<file path="src/design/wlbp_pkg.sv">
// Shared types and constants for the wear-levelled blank page picker.
// Holds request codes, field widths and the cell token and commit structs.
// No dependencies.
`default_nettype none

package wlbp_pkg;

   // pages covered by the flag bitmaps and the page index
   localparam int FLAG_PAGES         = 8;
   localparam int PAGE_COUNT_DEFAULT = 8;
   localparam int IDX_W              = 3;
   localparam int COUNT_W            = 16;

   // a counter at this value is saturated and never picked
   localparam logic [COUNT_W-1:0] COUNT_LIMIT = 16'hFFFF;

   // request kinds
   localparam logic [1:0] REQ_CLEAR = 2'd0;
   localparam logic [1:0] REQ_CLAIM = 2'd1;
   localparam logic [1:0] REQ_PEEK  = 2'd2;
   localparam logic [1:0] REQ_FORCE = 2'd3;

   // search token handed from cell to cell
   typedef struct packed {
      logic               live;
      logic [1:0]         op;
      logic               best_ok;
      logic [COUNT_W-1:0] best_count;
      logic [IDX_W-1:0]   best_idx;
      logic               force_ok;
      logic [IDX_W-1:0]   force_idx;
   } token_type;

   // counter update broadcast to every cell at the end of a scan
   typedef struct packed {
      logic             clear;
      logic             incr;
      logic [IDX_W-1:0] idx;
   } commit_type;

endpackage

`default_nettype wire

</file>
<file path="src/design/wear_leveled_blank_page_picker.sv">
// Path: a taken request is registered as a search token, which walks SCAN = min(PAGE_COUNT, 8)
// page cells, one a cycle, and then passes the pending and output registers to rsp_tvalid.
// Requests: one at a time; the next request is taken once the
// result has moved into the output register, even while that result waits to be taken.
// Reset: synchronous, active high; all erase counters return to zero at once.
// Top level of the picker; depends on wlbp_pkg and wlbp_cell.
`default_nettype none

module wear_leveled_blank_page_picker #(
   parameter int PAGE_COUNT = wlbp_pkg::PAGE_COUNT_DEFAULT
) (
   input  wire         clock,
   input  wire         reset,
   // request channel
   input  wire         req_tvalid,
   output logic        req_tready,
   input  wire  [23:0] req_tdata,   // erased_flags[7:0], table_flags[7:0], fallback_page[2:0], zero
   input  wire  [1:0]  req_tuser,   // req_type[1:0]
   // response channel
   output logic        rsp_tvalid,
   input  wire         rsp_tready,
   output logic [7:0]  rsp_tdata    // found, page_index[2:0], erase_request, zero
);

   localparam int SCAN_PAGES = (PAGE_COUNT < wlbp_pkg::FLAG_PAGES) ?
                               PAGE_COUNT : wlbp_pkg::FLAG_PAGES;
   localparam int RSP_W = 2 + wlbp_pkg::IDX_W;

   logic                            busy_ff, busy_in;
   logic [wlbp_pkg::FLAG_PAGES-1:0] erased_ff, table_ff;
   logic [wlbp_pkg::IDX_W-1:0]      fallback_ff;
   wlbp_pkg::token_type             launch_ff, launch_in;
   wlbp_pkg::token_type             tok [SCAN_PAGES+1];
   wlbp_pkg::token_type             tok_end;
   wlbp_pkg::commit_type            commit;
   logic                            pend_valid_ff, pend_valid_in;
   logic [RSP_W-1:0]                pend_data_ff, result;
   logic                            rsp_valid_ff, rsp_valid_in;
   logic [RSP_W-1:0]                rsp_data_ff;
   logic                            req_take, pend_move;
   logic [SCAN_PAGES:0]             live_vec;

   assign req_tready = !busy_ff;
   assign req_take   = req_tvalid && req_tready;
   assign pend_move  = pend_valid_ff && (!rsp_valid_ff || rsp_tready);

   // launch a fresh token when a request is taken
   always_comb begin
      launch_in            = launch_ff;
      launch_in.live       = req_take;
      if (req_take) begin
         launch_in.op         = req_tuser;
         launch_in.best_ok    = 1'b0;
         launch_in.best_count = wlbp_pkg::COUNT_LIMIT;
         launch_in.best_idx   = '0;
         launch_in.force_ok   = 1'b0;
         launch_in.force_idx  = '0;
      end
   end

   // hold the request flags for the cells while the token walks
   always_ff @(posedge clock) begin
      if (req_take) begin
         erased_ff   <= req_tdata[7:0];
         table_ff    <= req_tdata[15:8];
         fallback_ff <= req_tdata[18:16];
      end
   end

   assign tok[0] = launch_ff;

   // chain of page cells
   for (genvar g = 0; g < SCAN_PAGES; g++) begin : g_cell
      wlbp_cell #(
         .CELL_INDEX (g)
      ) u_cell (
         .clock      (clock),
         .reset      (reset),
         .erased_bit (erased_ff[g]),
         .table_bit  (table_ff[g]),
         .tok_left   (tok[g]),
         .tok_right  (tok[g+1]),
         .commit     (commit)
      );
   end

   assign tok_end = tok[SCAN_PAGES];

   // form the result and the counter update when the token leaves the chain
   always_comb begin
      result       = '0;
      commit.clear = 1'b0;
      commit.incr  = 1'b0;
      commit.idx   = tok_end.best_idx;
      unique case (tok_end.op)
         wlbp_pkg::REQ_CLEAR: begin
            commit.clear = tok_end.live;
         end
         wlbp_pkg::REQ_CLAIM: begin
            commit.incr = tok_end.live && tok_end.best_ok;
            if (tok_end.best_ok) begin
               result = {1'b0, tok_end.best_idx, 1'b1};
            end
         end
         wlbp_pkg::REQ_PEEK: begin
            if (tok_end.best_ok) begin
               result = {1'b0, tok_end.best_idx, 1'b1};
            end else begin
               result = {1'b0, fallback_ff, 1'b0};
            end
         end
         wlbp_pkg::REQ_FORCE: begin
            if (tok_end.force_ok) begin
               result = {1'b1, tok_end.force_idx, 1'b1};
            end
         end
         default: begin
            result = '0;
         end
      endcase
   end

   // advance pending result to the output register, release busy
   always_comb begin
      busy_in       = busy_ff;
      pend_valid_in = pend_valid_ff;
      rsp_valid_in  = rsp_valid_ff;
      if (rsp_valid_ff && rsp_tready) begin
         rsp_valid_in = 1'b0;
      end
      if (pend_move) begin
         pend_valid_in = 1'b0;
         rsp_valid_in  = 1'b1;
         busy_in       = 1'b0;
      end
      if (tok_end.live) begin
         pend_valid_in = 1'b1;
      end
      if (req_take) begin
         busy_in = 1'b1;
      end
   end

   always_ff @(posedge clock) begin
      if (reset) begin
         busy_ff        <= 1'b0;
         pend_valid_ff  <= 1'b0;
         rsp_valid_ff   <= 1'b0;
         launch_ff.live <= 1'b0;
      end else begin
         busy_ff       <= busy_in;
         pend_valid_ff <= pend_valid_in;
         rsp_valid_ff  <= rsp_valid_in;
         launch_ff     <= launch_in;
      end
   end

   // payload registers
   always_ff @(posedge clock) begin
      if (tok_end.live) begin
         pend_data_ff <= result;
      end
      if (pend_move) begin
         rsp_data_ff <= pend_data_ff;
      end
   end

   assign rsp_tvalid = rsp_valid_ff;
   assign rsp_tdata  = {{(8-RSP_W){1'b0}}, rsp_data_ff};

   // live flags along the chain
   always_comb begin
      for (int i = 0; i <= SCAN_PAGES; i++) begin
         live_vec[i] = tok[i].live;
      end
   end

   // at most one search token in the chain
   a_one_token: assert property (@(posedge clock) disable iff (reset)
      $onehot0(live_vec))
      else $error("more than one search token in the cell chain");

   // a token or pending result only exists while busy
   a_busy_cover: assert property (@(posedge clock) disable iff (reset)
      ((|live_vec) || pend_valid_ff) |-> busy_ff)
      else $error("work in flight while not busy");

   // an erase request only comes with a found page
   a_erase_found: assert property (@(posedge clock) disable iff (reset)
      rsp_valid_ff |-> !(rsp_data_ff[RSP_W-1] && !rsp_data_ff[0]))
      else $error("erase request without a found page");

   // a taken request starts a token on the next cycle
   a_launch: assert property (@(posedge clock) disable iff (reset)
      req_take |=> launch_ff.live)
      else $error("taken request did not launch a token");

endmodule

`default_nettype wire

</file>
<file path="src/design/wlbp_cell.sv">
// One page cell of the picker chain: holds the page's erase counter and
// refines the search token on its way to the next cell.
// Depends on wlbp_pkg.
`default_nettype none

module wlbp_cell #(
   parameter int CELL_INDEX = 0
) (
   input  wire                         clock,
   input  wire                         reset,
   input  wire                         erased_bit,
   input  wire                         table_bit,
   input  wire wlbp_pkg::token_type    tok_left,
   output wlbp_pkg::token_type         tok_right,
   input  wire wlbp_pkg::commit_type   commit
);

   localparam logic [wlbp_pkg::IDX_W-1:0] MY_IDX = wlbp_pkg::IDX_W'(CELL_INDEX);

   wlbp_pkg::token_type             tok_ff;
   wlbp_pkg::token_type             tok_in;
   logic [wlbp_pkg::COUNT_W-1:0]    count_ff;
   logic [wlbp_pkg::COUNT_W-1:0]    count_in;

   // refine the token with this page
   always_comb begin
      tok_in = tok_left;
      if (tok_left.op == wlbp_pkg::REQ_FORCE) begin
         if (!tok_left.force_ok && !table_bit) begin
            tok_in.force_ok  = 1'b1;
            tok_in.force_idx = MY_IDX;
         end
      end else if (erased_bit && (count_ff < tok_left.best_count)) begin
         tok_in.best_ok    = 1'b1;
         tok_in.best_count = count_ff;
         tok_in.best_idx   = MY_IDX;
      end
   end

   // apply the broadcast update; a picked counter is below the limit
   always_comb begin
      count_in = count_ff;
      if (commit.clear) begin
         count_in = '0;
      end else if (commit.incr && (commit.idx == MY_IDX)) begin
         count_in = count_ff + wlbp_pkg::COUNT_W'(1);
      end
   end

   always_ff @(posedge clock) begin
      if (reset) begin
         tok_ff.live <= 1'b0;
         count_ff    <= '0;
      end else begin
         tok_ff   <= tok_in;
         count_ff <= count_in;
      end
   end

   assign tok_right = tok_ff;

endmodule

`default_nettype wire
</file>
<file path="config.mk">
export PLATFORM = sky130hd
export DESIGN_NAME = wear_leveled_blank_page_picker
export DESIGN_NICKNAME = d
export VERILOG_FILES = /design/src/design/wlbp_pkg.sv /design/src/design/wear_leveled_blank_page_picker.sv /design/src/design/wlbp_cell.sv
export SDC_FILE = /design/constraint.sdc
export NUM_CORES = 1
export LEC_CHECK = 0
export CORE_MARGIN = 3
export CORE_UTILIZATION = 40
export DETAILED_ROUTE_END_ITERATION = 8
export DONT_BUFFER_PORTS = 1
export SLEW_MARGIN = 40
export SYNTH_ARGS = -nofsm -noshare
export SYNTH_HDL_FRONTEND = slang
export SYNTH_SLANG_ARGS = --single-unit
</file>
<file path="constraint.sdc">
create_clock -name clock -period 9.4 [get_ports clock]
set_input_delay 2.82 -clock clock [delete_from_list [all_inputs] [get_ports clock]]
set_output_delay 2.82 -clock clock [all_outputs]
set_load 0.005 [all_outputs]
</file>
==> metrics.md, run 1 <==
| Metric | Value |
|---|---|
| Status | finished, final reports clean |
| Share of layout cells above drive strength 1 | 12.9% |
| I/O pins | 40 |
| Post_cts resized | 0 |
| RSZ-0062 raised after global routing | no |
| DRC errors left | 0 |
| Most common cell after layout, fill and taps aside | edfxtp_1 |
| Gate Count Post-Synth | roughly 1,500 |
| Post-Synthesis Cell Area | 16,600 um2 |
| TNS Setup | 0 ns |
| Area growth syn-to-layout | 11.1% |
| Hold endpoint | rsp_data_ff[4] |
| CTS buffer count | 37 |
| CTS Root Cell | clkbuf_16 |
| Req. time, crit path | 9.83 ns |
| GR Util All Layers | roughly 14% |
| Final period utilization | a little over two fifths |
| Reg-to-reg slack, setup | between 6 and 7 ns |
| Hold Slack | between 0.4 and 0.5 ns |
| Final setup viols | 0 |
| Worst Skew | 0.0242 ns |
| Final WL | about 30 mm |
| Fill cell instance count of the final layout | 3,775 |
| First-pass GRT wire length | 50.7 mm |
| Seq/Total Area, Yosys | 54.7% |
| Final Total Pwr | roughly 3.3 mW |
| Final antenna diode count | 0 |
| CP peak stage delay | 0.47 ns |
| PD cells | 181 nW/um2 |
| Synth Register Bits | 349 |
| Routed len/inst | 14.9 um |
| Die Y | 210 um |
| Max_cap viols | 0 |
| Most frequent cells in the layout | edfxtp_1 (209), dfxtp_1 (140), nor2_1 (137) |
| Antenna-violating nets left | 0 |
| CP startpoint kind | primary input |
| DRT Pass-1 Iters | 5 |
| Cell Count, Final, Fillers Out | a little over 2,000 |
| Number of global-route vias before repair | 10,300 |
| WP buf/inv | 3 |
| Synth cell types | 55 |
| Syn. warnings | 0 |
| CP Data Arrival Time | 4.47 ns |
| HP Start | pend_data_ff[4] |
| Clock transition at the registers of the reported paths | 0.06 ns |
| Ys async rst share | 0% |
| Vias | 10,300 |
| Row count | 74 |
| Slew Limit Fails | 0 |
| H-Tree Depth | 2 |
| Cell family with most CP delay | buffers and inverters |
| Worst Hold Class | flip-flop to flip-flop |
| Port-buffer cells | 0 |
| Die W | 210 um |
| CTS tree | yes |
| Endpoints failing hold | 0 |
| Slew @ Worst Pin | 0.759 ns |
| Num Clock Sinks | approximately 350 |
| Initial DRC count | 486 |
| Layout Nets | 1,630 |
| Crit path kind | primary input to flip-flop |
| Top_reg_cell synth | edfxtp_1 |
| Largest net degree at the start of global routing | 100 |
| Initial core utilization | 40.6% |
| Detail Placement HPWL | around 21 mm |
| CP Cell Sequence | inv_8 -> o31ai_4 -> buf_4 -> clkbuf_8 -> a21oi_1 |
| Crit-path max FO | 99 |
| Maximum clock rate | 248 MHz |
| Leak Pwr | between 7 and 8 nW |
| Post-synth EDFFs | 209 |
| Routed vias/inst | approximately 5.0 |
| Mean post-synth cell area | 11.3 um2 |
| Latest clock arrival within the worst-skew pair | 0.53 ns |
| Core box area | 40,900 um2 |
| Final min period | 4.04 ns |
| Post CTS Setup Buffer Count | 0 |
| Slew Limit Headroom | approximately 49% |
| Die ar. | 44,000 um2 |
| CP max stage cell | clkbuf_8 |
| Initial antenna violation count | 1 |
| CP Capture Type | flip-flop |
| Cts hold-fix bufs | 0 |
| Worst r2r path cells | 8 |
| GPL Wtd Cong | 0.846 |
| Reg2reg end | g_cell[6].u_cell.tok_right[17] |
| Max clock buf depth | 3 |
| Dpl cells | roughly 2,000 |
| WHS Path Cells | 0 |
| Worst flop-to-flop path startpoint | g_cell[5].u_cell.tok_right[18] |
| Total global routing overflow | 0 |
| Worst VDD drop | 0.111 mV |
## state kept, by name (all words and copies together) (netlist names), 3 cells and up
signal,count
pend_data_ff,5
fallback_ff,3
table_ff,8
g_cell.u_cell.count_ff,128
g_cell.u_cell.tok_right,186
launch_ff,3
rsp_data_ff,5
erased_ff,8
## worst max path at each step
stage / startpoint / endpoint / slack (ns) / cells past startpoint
detailed placement: reset / launch_ff[24] / 4.63 / 3
finish: reset / g_cell[2].u_cell.count_ff[7] / 5.36 / 5
global placement: reset / launch_ff[24] / 4.39 / 3
floorplan: reset / g_cell[0].u_cell.count_ff[12] / 2.04 / 5
global route: reset / g_cell[2].u_cell.count_ff[7] / 5.20 / 5
CTS: reset / launch_ff[24] / 5.19 / 3
## area by class of cell
type	instances	area, um2	area share, %
Inverter	124	473	2.56
Clock buffer	53	1080	5.84
Multi-Input combinational cell	967	6920	37.5
Sequential cell	349	9080	49.2
Timing Repair Buffer	8	70.1	0.380
Clock inverter	14	169	0.915
Tap cell	532	666	3.61
## worst register-to-register path: stages, from the launching register on
cell and delay (ns):
edfxtp_1 0.35, inv_1 0.05, ha_1 0.30, nand4_1 0.16, nor3_1 0.20, a211oi_1 0.14
o21ai_1 0.46, buf_4 0.34, mux2_2 0.37
## routing by layer
layer	up-vias	global-route usage, %	part of all wire (%)
met5	-	0	0
li1	5237	-	-
met3	59	2.38	3.1
met2	122	24.8	50
met4	0	4.97	2.7
met1	4899	17.2	44
## where the power goes
group | internal [mW] | total [mW] | switching [mW]
combinational | 0.0609 | 0.149 | 0.0879
clock | 0.908 | 1.49 | 0.583
sequential | 1.69 | 1.71 | 0.0244
## logic make-up (layout without fill, tap and decap cells)
group                      Yosys count  after routing  synth area share [%]
DFF                                349            349                  54.7
and+or+nand+nor                    498            498                  15.9
buffers and inverters              160            199                  3.82
adders and majority gates          113            113                  8.51
AOI/OAI and AO/OA                  160            160                  5.47
other                                1              3                0.0226
muxes                              101            101                  6.76
xor gates and xnor gates            92             92                  4.85
## metrics by stage
stage / setup WS, ns / area [um2] / utilization [%]
6_report: 5.36 / 18500 / 45.1
5_1_grt: 5.20 / 18500 / 45.1
4_1_cts: 5.19 / 18500 / 45.1
3_5_place_dp: 4.63 / 17200 / 42.0
3_3_place_gp: 4.39 / 17200 / 42.0
2_1_floorplan: 2.04 / 16600 / -
## synth_stat cells, types with 21 or more instances
| master | instances | share of area, % |
|---|---|---|
| ha_1 | 113 | 8.5 |
| nor2b_1 | 29 | 1.1 |
| xor2_1 | 68 | 3.6 |
| nand2_1 | 89 | 2.0 |
| and3_1 | 21 | 0.79 |
| nand2b_1 | 23 | 0.87 |
| nor2_1 | 137 | 3.1 |
| dfxtp_1 | 140 | 17 |
| o21ai_0 | 66 | 2.0 |
| nand4_1 | 43 | 1.6 |
| a21oi_1 | 53 | 1.6 |
| or2_2 | 24 | 0.90 |
| edfxtp_1 | 209 | 38 |
| nand3_1 | 39 | 1.2 |
| mux2_2 | 89 | 6.0 |
| or3_1 | 28 | 1.1 |
| inv_1 | 124 | 2.8 |
| xnor2_1 | 24 | 1.3 |
Note: power is estimated with default switching activity, not from simulation.
==> run 2: changes to the inputs <==
==> constraint.sdc (replaced) <==
create_clock -name clock -period 3.4 [get_ports clock]
set_input_delay 1.02 -clock clock [delete_from_list [all_inputs] [get_ports clock]]
set_output_delay 1.02 -clock clock [all_outputs]
set_load 0.005 [all_outputs]
==> metrics.md, run 2 (same netlist as run 1, synthesis figures left out) <==
| Metric | Value |
|---|---|
| DRC errors left | 0 (unchanged) |
| Clock transition at the registers of the reported paths | 0.06 ns (about the same) |
| I/O pins | 40 (unchanged) |
| Vias | 10,200 (-0.69%) |
| Largest net degree at the start of global routing | 129 (+29%) |
| Num Clock Sinks | 349 (unchanged) |
| Detail Placement HPWL | 21.3 mm (+0.78%) |
| Post_cts resized | 0 (unchanged) |
| Endpoints failing hold | 0 (unchanged) |
| Worst Skew | 0.00965 ns (-0.0145 ns) |
| Routed len/inst | 15.0 um (+0.57%) |
| Total global routing overflow | 0 (unchanged) |
| DRT Pass-1 Iters | 5 (unchanged) |
| Share of layout cells above drive strength 1 | 12.7% (-0.21 points) |
| CTS Root Cell | clkbuf_16 |
| Final min period | 2.58 ns |
| Final WL | 30.7 mm (+0.67%) |
| GPL Wtd Cong | 0.805 (-4.9%) |
| Maximum clock rate | 387 MHz |
| CP Data Arrival Time | 2.84 ns (-1.63 ns) |
| GR Util All Layers | 14.0% (about the same) |
| Antenna-violating nets left | 0 (unchanged) |
| Final Total Pwr | 8.91 mW (+170%) |
| Max_cap viols | 0 (unchanged) |
| Leak Pwr | 7.14 nW (-0.70%) |
| Layout Nets | 1,634 (+0.25%) |
| Final antenna diode count | 0 (unchanged) |
| TNS Setup | 0 ns (unchanged) |
| Max FFs per register | 186 (unchanged) |
| Latest clock arrival within the worst-skew pair | 0.51 ns (-0.02 ns) |
| Final core occ | 44.9% (-0.16 points) |
| Final setup viols | 0 (unchanged) |
| Die ar. | 44,000 um2 (unchanged) |
| Routed vias/inst | 5.00 (-0.79%) |
| Crit path kind | flip-flop to flip-flop |
| CTS tree | yes |
| Fill cell instance count of the final layout | 3,762 (-0.34%) |
| Number of global-route vias before repair | 10,200 (-0.96%) |
| Initial core utilization | 40.6% (unchanged) |
| Worst Hold Class | flip-flop to flip-flop |
| Die W | 210 um (unchanged) |
| First-pass GRT wire length | 50.6 mm (-0.15%) |
| Post CTS Setup Buffer Count | 0 (unchanged) |
| RSZ-0062 raised after global routing | no |
| Dpl ws | 0.768 ns (-3.86 ns) |
| Max clock buf depth | 3 (unchanged) |
| Core box area | 40,900 um2 (unchanged) |
| H-Tree Depth | 2 (unchanged) |
| Crit-path max FO | 19 (-81%) |
| CP Capture Type | flip-flop |
| Initial DRC count | 417 (-14%) |
| Reg-to-reg slack, setup | 0.82 ns (-5.96 ns) |
| Slew Limit Headroom | 52.1% (+2.7 points) |
| Worst VDD drop | 0.317 mV (+190%) |
| Most common cell after layout, fill and taps aside | edfxtp_1 |
| Status | finished, final reports clean |
| CTS buffer count | 36 (-2.7%) |
| Cts hold-fix bufs | 0 (unchanged) |
| Row count | 74 (unchanged) |
| Slew Limit Fails | 0 (unchanged) |
| Port-buffer cells | 0 (unchanged) |
| Initial antenna violation count | 0 (-1) |
| Most frequent cells in the layout | edfxtp_1 (209), dfxtp_1 (140), nor2_1 (137) |
| Req. time, crit path | 3.66 ns (-6.17 ns) |
| Die Y | 210 um (unchanged) |
| CP startpoint kind | flip-flop |
| Final WS setup | 0.815 ns (-4.54 ns) |
| Final period utilization | 76.0% |
| Area growth syn-to-layout | 10.7% |
| Slew @ Worst Pin | 0.713 ns (-0.0460 ns) |
| PD cells | 485 nW/um2 (+170%) |
-- run 2: cell count changes in the layout (fill, tap and decap cells not counted), moves of 2 or more --
cell,before,now
buf_12,0,3
bufinv_16,4,1
clkbuf_16,39,37
buf_4,6,10
clkinv_2,5,3
clkbuf_1,9,12
-- run 2: worst paths after layout --
check,start,end,cells past startpoint
worst max-delay path,g_cell[1].u_cell.tok_right[9],g_cell[2].u_cell.tok_right[7],8
worst min register to register,pend_data_ff[0],rsp_data_ff[0],0
worst max register to register,g_cell[1].u_cell.tok_right[9],g_cell[2].u_cell.tok_right[7],8
worst min-delay path,pend_data_ff[0],rsp_data_ff[0],0
-- run 2: final cells by class --
type	instances	area, um2	area share, %
sequential	349	9080	49.4
multi-input combinational	967	6930	37.7
clock buffer	55	1050	5.73
tap	532	666	3.62
inverter	124	469	2.55
timing repair buffer	13	135	0.735
clock inverter	9	63.8	0.347
-- run 2: worst max-delay path, stage by stage (launching register included) --
cell and delay [ns]:
edfxtp_1 0.35, inv_1 0.05, ha_1 0.28, nand2_1 0.05, o21ai_0 0.24, o2111ai_1 0.19
a31oi_1 0.32, or2_2 0.46, mux2_2 0.39
-- run 2: routing by layer --
metal,part of all wire (%),global-route usage [%]
met5,0,0
met3,3.8,2.30
met1,43,17.0
met4,2.7,4.50
met2,50,25.4
-- run 2: metrics by stage --
stage / instances / cell area (um2) / hold slack (ns)
floorplan: 1476 / 16700 / 0.400
global placement: 1985 / 17300 / 0.402
detailed placement: 1985 / 17300 / 0.405
CTS: 2049 / 18400 / 0.419
global route: 2049 / 18400 / 0.427
finish: 2049 / 18400 / 0.418
-- run 2: power by group --
part           switching, mW  leakage (nW)  internal, mW
Sequential            0.0709          3.18          4.66
Combinational          0.244          3.42         0.177
Clock                   1.56         0.547          2.21
Total                   1.87          7.14          7.04
